--- src/rtl/core/flpnl_pkg.sv ---
// Package with the command and status types shared by the lot matcher's modules.
package flpnl_pkg;

   // Widths of the item fields at the ports.
   localparam int unsigned SYMBOL_W = 6;
   localparam int unsigned PRICE_W  = 32;
   localparam int unsigned QTY_W    = 24;
   localparam int unsigned TIME_W   = 48;
   localparam int unsigned PNL_W    = 63;

   // Largest symbol count that the 6-bit symbol field can reach.
   localparam int unsigned SYMBOL_SPAN = 64;

   // Commands from the controller to the datapath.
   typedef struct packed {
      logic accept;
      logic decide;
      logic match;
      logic accum;
      logic open_lot;
      logic write_back;
      logic emit_close;
      logic emit_ovf;
   } cmd_type;

   // Status from the datapath to the controller.
   typedef struct packed {
      logic in_range;
      logic closing;
      logic qty_zero;
      logic full;
      logic rem_zero;
      logic lots_left;
      logic was_closing;
   } sts_type;

endpackage

--- src/rtl/core/flpnl_ctrl.sv ---
// Controller state machine of the lot matcher.
module flpnl_ctrl (
   input  logic               clock,
   input  logic               reset,
   input  logic               start,
   output logic               busy,
   input  flpnl_pkg::sts_type sts,
   output flpnl_pkg::cmd_type cmd
);

   typedef enum logic [5:0] {
      ST_IDLE   = 6'b000001,
      ST_DECIDE = 6'b000010,
      ST_MATCH  = 6'b000100,
      ST_ACCUM  = 6'b001000,
      ST_OPEN   = 6'b010000,
      ST_WB     = 6'b100000
   } state_type;

   state_type state_ff, state_in;

   always_ff @(posedge clock) begin
      if (reset) begin
         state_ff <= ST_IDLE;
      end else begin
         state_ff <= state_in;
      end
   end

   always_comb begin
      state_in = state_ff;
      cmd      = '0;
      unique case (state_ff)
         ST_IDLE: begin
            if (start) begin
               cmd.accept = 1'b1;
               state_in   = ST_DECIDE;
            end
         end
         ST_DECIDE: begin
            cmd.decide = 1'b1;
            priority if (!sts.in_range) begin
               state_in = ST_IDLE;
            end else if (sts.closing) begin
               state_in = ST_MATCH;
            end else if (sts.qty_zero) begin
               state_in = ST_IDLE;
            end else if (sts.full) begin
               cmd.emit_ovf = 1'b1;
               state_in     = ST_IDLE;
            end else begin
               state_in = ST_OPEN;
            end
         end
         ST_MATCH: begin
            cmd.match = 1'b1;
            state_in  = ST_ACCUM;
         end
         ST_ACCUM: begin
            cmd.accum = 1'b1;
            priority if (sts.rem_zero) begin
               state_in = ST_WB;
            end else if (sts.lots_left) begin
               state_in = ST_MATCH;
            end else begin
               state_in = ST_OPEN;
            end
         end
         ST_OPEN: begin
            cmd.open_lot = 1'b1;
            state_in     = ST_WB;
         end
         ST_WB: begin
            cmd.write_back = 1'b1;
            cmd.emit_close = sts.was_closing;
            state_in       = ST_IDLE;
         end
         default: begin
            state_in = ST_IDLE;
         end
      endcase
   end

   assign busy = (state_ff != ST_IDLE);

endmodule

--- config.mk ---
export PLATFORM = sky130hd
export DESIGN_NAME = flpnl_ctrl
export DESIGN_NICKNAME = d
export VERILOG_FILES = /design/src/rtl/core/flpnl_pkg.sv /design/src/rtl/core/flpnl_ctrl.sv
export SDC_FILE = /design/constraint.sdc
export NUM_CORES = 1
export LEC_CHECK = 0
export ABC_AREA = 1
export BUFFER_PORTS_ARGS = -buffer_cell sky130_fd_sc_hd__buf_2
export CORE_AREA = 2 2 39 41
export CTS_CLUSTER_DIAMETER = 120
export DETAILED_ROUTE_END_ITERATION = 10
export DIE_AREA = 0 0 41 43
export PLACE_DENSITY = 0.56
export RECOVER_POWER = 100
export SLEW_MARGIN = 20
export SYNTH_ARGS = -nofsm -noshare
export SYNTH_HDL_FRONTEND = slang
export SYNTH_SLANG_ARGS = --single-unit
--- constraint.sdc ---
create_clock -name clock -period 2.9 [get_ports clock]
set_input_delay 0.58 -clock clock [delete_from_list [all_inputs] [get_ports clock]]
set_output_delay 0.58 -clock clock [all_outputs]
set_load 0.02 [all_outputs]
==> results.cfg, run 1 <==
[timing]
finalSetupViolCount = 0
period_share_pct = 73.57
finalHoldViolations = 0
fin_skew_ns = 0.004277
rsz0062_at_grt = no
period_needed_ns = 2.134
max_freq_mhz = 468.7
finalSetupTns_ns = 0
slew_headroom_pct = 81.62
drv_slew = 0
worst_slew_pin_slew_ns = 0.2746
setup_ws_ns = 0.7664

[drt]
dr.pass1.iters = 3
vias_per_cell = 4.366
wl_um = 905
drtIter0Drc = 4
drc = 0
wl_per_cell_um = 8.960
ant_nets = 0
num_vias = 441

[clocking]
tritoncts = yes
clk_latency_ns = 0.24
cts_sinks = 6
cts_resized = 0
post-cts-setup-buffers = 0
cts_buffers = 3
root_buffer = clkbuf_4
clkTransAtPathRegs_ns = 0.04
htree_num_levels = 1
clk_path_buf_depth = 2
cts.hold.buffers_added = 0

[final_layout]
drive_gt1_share_pct = 21.18
syn_to_final_growth_pct = 24.55
nNetsFinal = 97
n_fill_cell = 172
multi_input_area_um2 = 219.0
reg.largest.list = state_ff (6)
final_cell_mix = nor2_1 (15), inv_1 (13), nand3_1 (10), buf_2 (10), clkbuf_1 (8)
final_common_cell = nor2_1
top_register = state_ff
seq_area_um2 = 120.1
final_cells = 101
diodes = 0
largest_reg_flops = 6

[power_and_ir_drop]
power_leakage_uw = 0.0002647
finalPower_uw = 205.3
ir_worst_vdd_mv = 0.2337
combPwrFrac_pct = 20.7
power.clock.fraction_pct = 36.2
sw_frac_of_total_pct = 28.35
power_density_nw_per_um2 = 399.1
netSwitchingPower_uw = 58.19
seqPwrFrac_pct = 43.0
power.internal_uw = 147.1

[global_route]
overflow = 0
grt_antenna_before_repair = 0
grt_start_max_net_pins = 6
grt_pass1_wl_mm = 1.545
grt_usage_pct = 13.25
grt_pass1_vias = 403

[setup_path]
max_stage_delay_ns = 0.31
path_cells = nor2_1 -> nand3_1 -> inv_1 -> nand2_1 -> nor3b_2 -> clkbuf_1
r2r_end = state_ff[0]
crit_fanout = 5
r2r_setup_slack_ns = 1.64
worstPathRequired_ns = 2.32
r2r_start = state_ff[2]
path_delay_family = simple AND/OR/NAND/NOR gates
path_class = reg2out
critPathCaptureType = output pin
crit_arrival_ns = 1.55
path_buf_inv = 2
worstSetupStartpointType = flip-flop
worstRegToRegCells = 6
crit_path_top_delay_cell = dfxtp_1

[floorplan]
rows = 14
die_w_um = 41
die_h_um = 43
ioPinCount = 19
start_util_pct = 29.84
die-area_um2 = 1763
coreArea_um2 = 1384

[worst_hold_path]
whs_path_depth = 2
min-delay-start = reset
hold_path_end = state_ff[2]
hold_path.class = in2reg

[logic_synthesis]
ys_seq_area_share_pct = 29.09
synthDistinctLibCells = 18
netlist_area_um2 = 412.9
ys_ff_latch = 6
ys.warnings.count = 0
synthCells = 64
synth_nets = 74
syn_area_per_cell_um2 = 6.452

[place]
dp.cells = 98
io_buffers = 18
place_congestion = 0.7594
dp_slack_ns = 1.076
place_hpwl_um = 756.1

[status]
outcome = complete, no violations

[run]
drv_cap = 0
## layout make-up
| cell class | instances | area share (%) |
|---|---|---|
| multi-input combinational | 44 | 42.58 |
| sequential | 6 | 23.36 |
| timing repair buffer | 18 | 15.57 |
| inverter | 14 | 10.22 |
| clock buffer | 3 | 4.380 |
| tap | 16 | 3.893 |
## Yosys cell counts
cell	number	area, um^2
nor2_1	13	48.80
o21ai_1	1	5.000
o21ai_2	1	8.760
nand3_2	1	10.01
dfxtp_1	6	120.1
nand2_2	1	6.260
nor2_4	3	33.78
nand3_1	9	45.04
nand2_1	6	22.52
nor2_2	2	12.51
inv_2	2	7.510
nor3b_2	1	12.51
o21ai_0	1	5.000
nor3b_1	1	7.510
inv_1	12	45.04
nand3b_1	1	7.510
a21oi_1	2	10.01
nor3_1	1	5.000
## layer usage
layer  vias to the layer above  track usage, %  routed length, um
met4                         0           8.000                 24
met5                         -               0                  0
met2                        16           19.69                448
li1                        240               -                  -
met3                         2           4.712                 65
met1                       183           15.43                366
## power by group through the flow
stage,combinational [uW],clock [uW],sequential (uW)
finish,42.6,74.3,88.4
global route,48.1,82.6,88.9
CTS,48.3,78.1,89.7
detailed placement,48.2,0,91.2
global placement,47.4,0,91.0
floorplan,32.1,0,90.5
## how the worst max path moves through the flow
stage,from,endpoint,slack [ns],cells past startpoint
6_report,state_ff[2],cmd[0],0.77,6
4_1_cts,state_ff[2],cmd[0],0.91,6
2_1_floorplan,state_ff[1],cmd[0],1.19,6
3_3_place_gp,sts[5],cmd[0],1.11,5
5_1_grt,state_ff[3],cmd[0],0.63,6
3_5_place_dp,sts[5],cmd[0],1.08,5
## kinds of logic after synthesis
family          share of synthesized area [%]
simple gates                            51.21
buf+inv                                 12.73
flops                                   29.09
compound gates                          6.968
## through the flow
step | hold WS (ns) | utilization, % | instance area [um^2]
after global placement | 0.6285 | 37.79 | 523.0
final | 0.5674 | 37.16 | 514.2
after detailed placement | 0.6628 | 37.79 | 523.0
after CTS | 0.5647 | 39.42 | 545.5
after floorplan | 0.5943 | - | 412.9
after global routing | 0.5663 | 37.16 | 514.2
(Power assumes the default switching activity.)
==> inputs of run 2 (changes only) <==
--- a/config.mk
+++ b/config.mk
@@ -11,7 +11,7 @@
 export CTS_CLUSTER_DIAMETER = 120
 export DETAILED_ROUTE_END_ITERATION = 10
 export DIE_AREA = 0 0 41 43
-export PLACE_DENSITY = 0.56
+export PLACE_DENSITY = 0.58
 export RECOVER_POWER = 100
 export SLEW_MARGIN = 20
 export SYNTH_ARGS = -nofsm -noshare
==> constraint.sdc (replaced) <==
create_clock -name clock -period 1.8 [get_ports clock]
set_input_delay 0.36 -clock clock [delete_from_list [all_inputs] [get_ports clock]]
set_output_delay 0.36 -clock clock [all_outputs]
set_load 0.02 [all_outputs]
==> run 2 against run 1 <==
Clock power increased by 74%. Clock skew decreased by 0.0020 ns. Utilization increased by 4.9 points. Critical endpoint unchanged. Largest power group unchanged. Highest routed layer unchanged.
==> results.cfg, run 2 (synthesized netlist as in run 1, its figures left out) <==
[status]
outcome = complete, no violations

[global_route]
grt_start_max_net_pins = 6
grt_antenna_before_repair = 0
grt_usage_pct = 14.29
overflow = 0
grt_pass1_vias = 421
grt_pass1_wl_mm = 1.711

[floorplan]
die_w_um = 41
rows = 14
ioPinCount = 19
start_util_pct = 29.84
die_h_um = 43
die-area_um2 = 1763
coreArea_um2 = 1384

[worst_hold_path]
whs_path_depth = 2
hold_path_end = state_ff[5]
min-delay-start = reset
hold_path.class = in2reg

[timing]
worst_slew_pin_slew_ns = 0.2490
drv_slew = 0
fin_skew_ns = 0.002284
finalHoldViolations = 0
finalSetupTns_ns = 0
period_share_pct = 92.78
rsz0062_at_grt = no
finalSetupViolCount = 0
max_freq_mhz = 598.8
holdWs_ns = 0.3421
slew_headroom_pct = 83.47
period_needed_ns = 1.670

[place]
place_congestion = 0.7796
place_hpwl_um = 792.3
io_buffers = 18

[setup_path]
critPathCaptureType = output pin
r2r_end = state_ff[4]
path_class = reg2out
worstPathRequired_ns = 1.44
worstSetupStartpointType = flip-flop
worstRegToRegCells = 7
r2r_start = state_ff[4]
crit_fanout = 4
crit_arrival_ns = 1.31
r2r_setup_slack_ns = 0.59

[drt]
drc = 0
met2_length_um = 496
wl_um = 979
wl_per_cell_um = 9.324
dr.pass1.iters = 2
routed.top_layer = met4
num_vias = 465
met1_length_um = 406
wl_met3_um = 54
vias_per_cell = 4.429
drtIter0Drc = 5
ant_nets = 0

[final_layout]
diodes = 0
final_cell_mix = nor2_1 (14), inv_1 (12), buf_2 (10)
n_fill_cell = 152
syn_to_final_growth_pct = 40.91
reg.largest.list = state_ff (6)
top_register = state_ff
nNetsFinal = 101
drive_gt1_share_pct = 37.08
largest_reg_flops = 6
final_common_cell = nor2_1

[clocking]
cts_buffers = 3
htree_num_levels = 1
clk_path_buf_depth = 2
root_buffer = clkbuf_4
cts.hold.buffers_added = 0
clk_latency_ns = 0.25
tritoncts = yes
clkTransAtPathRegs_ns = 0.04
cts_sinks = 6

[power_and_ir_drop]
power_density_nw_per_um2 = 603.1
ir_worst_vdd_mv = 0.2171
power_leakage_uw = 0.0003067

[run]
drv_cap = 0
run 2: repair_timing:
item | 4_1_cts | 5_1_grt
resized for setup | 0 | 4
buffers inserted | 0 | 4
endpoints found under the setup margin | 0 | 1
run 2: worst max-delay path, cell delays in order, from the launching register on:
cell and delay [ns]:
dfxtp_1 0.35, nor2_4 0.16, nand3_2 0.11, inv_2 0.08, nand2_1 0.06, nor3b_2 0.15
buf_4 0.16
run 2: how the worst max path moves through the flow:
| stage | slack (ns) | from | end | cells after the start |
|---|---|---|---|---|
| 6_report | 0.13 | state_ff[4] | cmd[0] | 6 |
| 5_1_grt | 0.02 | state_ff[4] | cmd[0] | 6 |
| 2_1_floorplan | 0.31 | state_ff[1] | cmd[0] | 6 |
| 3_5_place_dp | 0.29 | state_ff[2] | cmd[0] | 6 |
| 3_3_place_gp | 0.33 | state_ff[2] | cmd[0] | 6 |
| 4_1_cts | 0.01 | state_ff[2] | cmd[0] | 6 |
run 2: power breakdown:
| group | total (uW) | internal, uW | leakage (uW) | switching [uW] |
|---|---|---|---|---|
| Clock | 129 | 75.7 | 0.0000138 | 53.0 |
| Sequential | 145 | 138 | 0.0000491 | 6.43 |
| Combinational | 77.3 | 29.7 | 0.000244 | 47.6 |
| Total | 351 | 244 | 0.000307 | 107 |
run 2: through the flow:
stage	cell area [um^2]	instances	setup slack, ns	utilization, %	power (uW)
6_report	581.8	105	0.1300	42.04	350.9
5_1_grt	581.8	105	0.02385	42.04	373.1
4_1_cts	545.5	101	0.01450	39.42	355.3
3_5_place_dp	523.0	98	0.2906	37.79	225.2
3_3_place_gp	523.0	98	0.3301	37.79	224.0
2_1_floorplan	412.9	64	0.3062	-	197.6
run 2: cell type report:
cell class                 instances  area, um^2  share of cell area, %
multi-input combinational         44       247.7                  42.58
inverter                          14       52.55                  9.032
tap                               16       20.02                  3.441
clock buffer                       3       22.52                  3.871
sequential                         6       121.4                  20.86
timing repair buffer              22       117.6                  20.22
run 2: metal layers:
metal	track usage [%]	up-vias
met3	1.571	2
met1	17.48	197
met2	21.88	16
met5	0	-
met4	10.00	0
li1	-	250
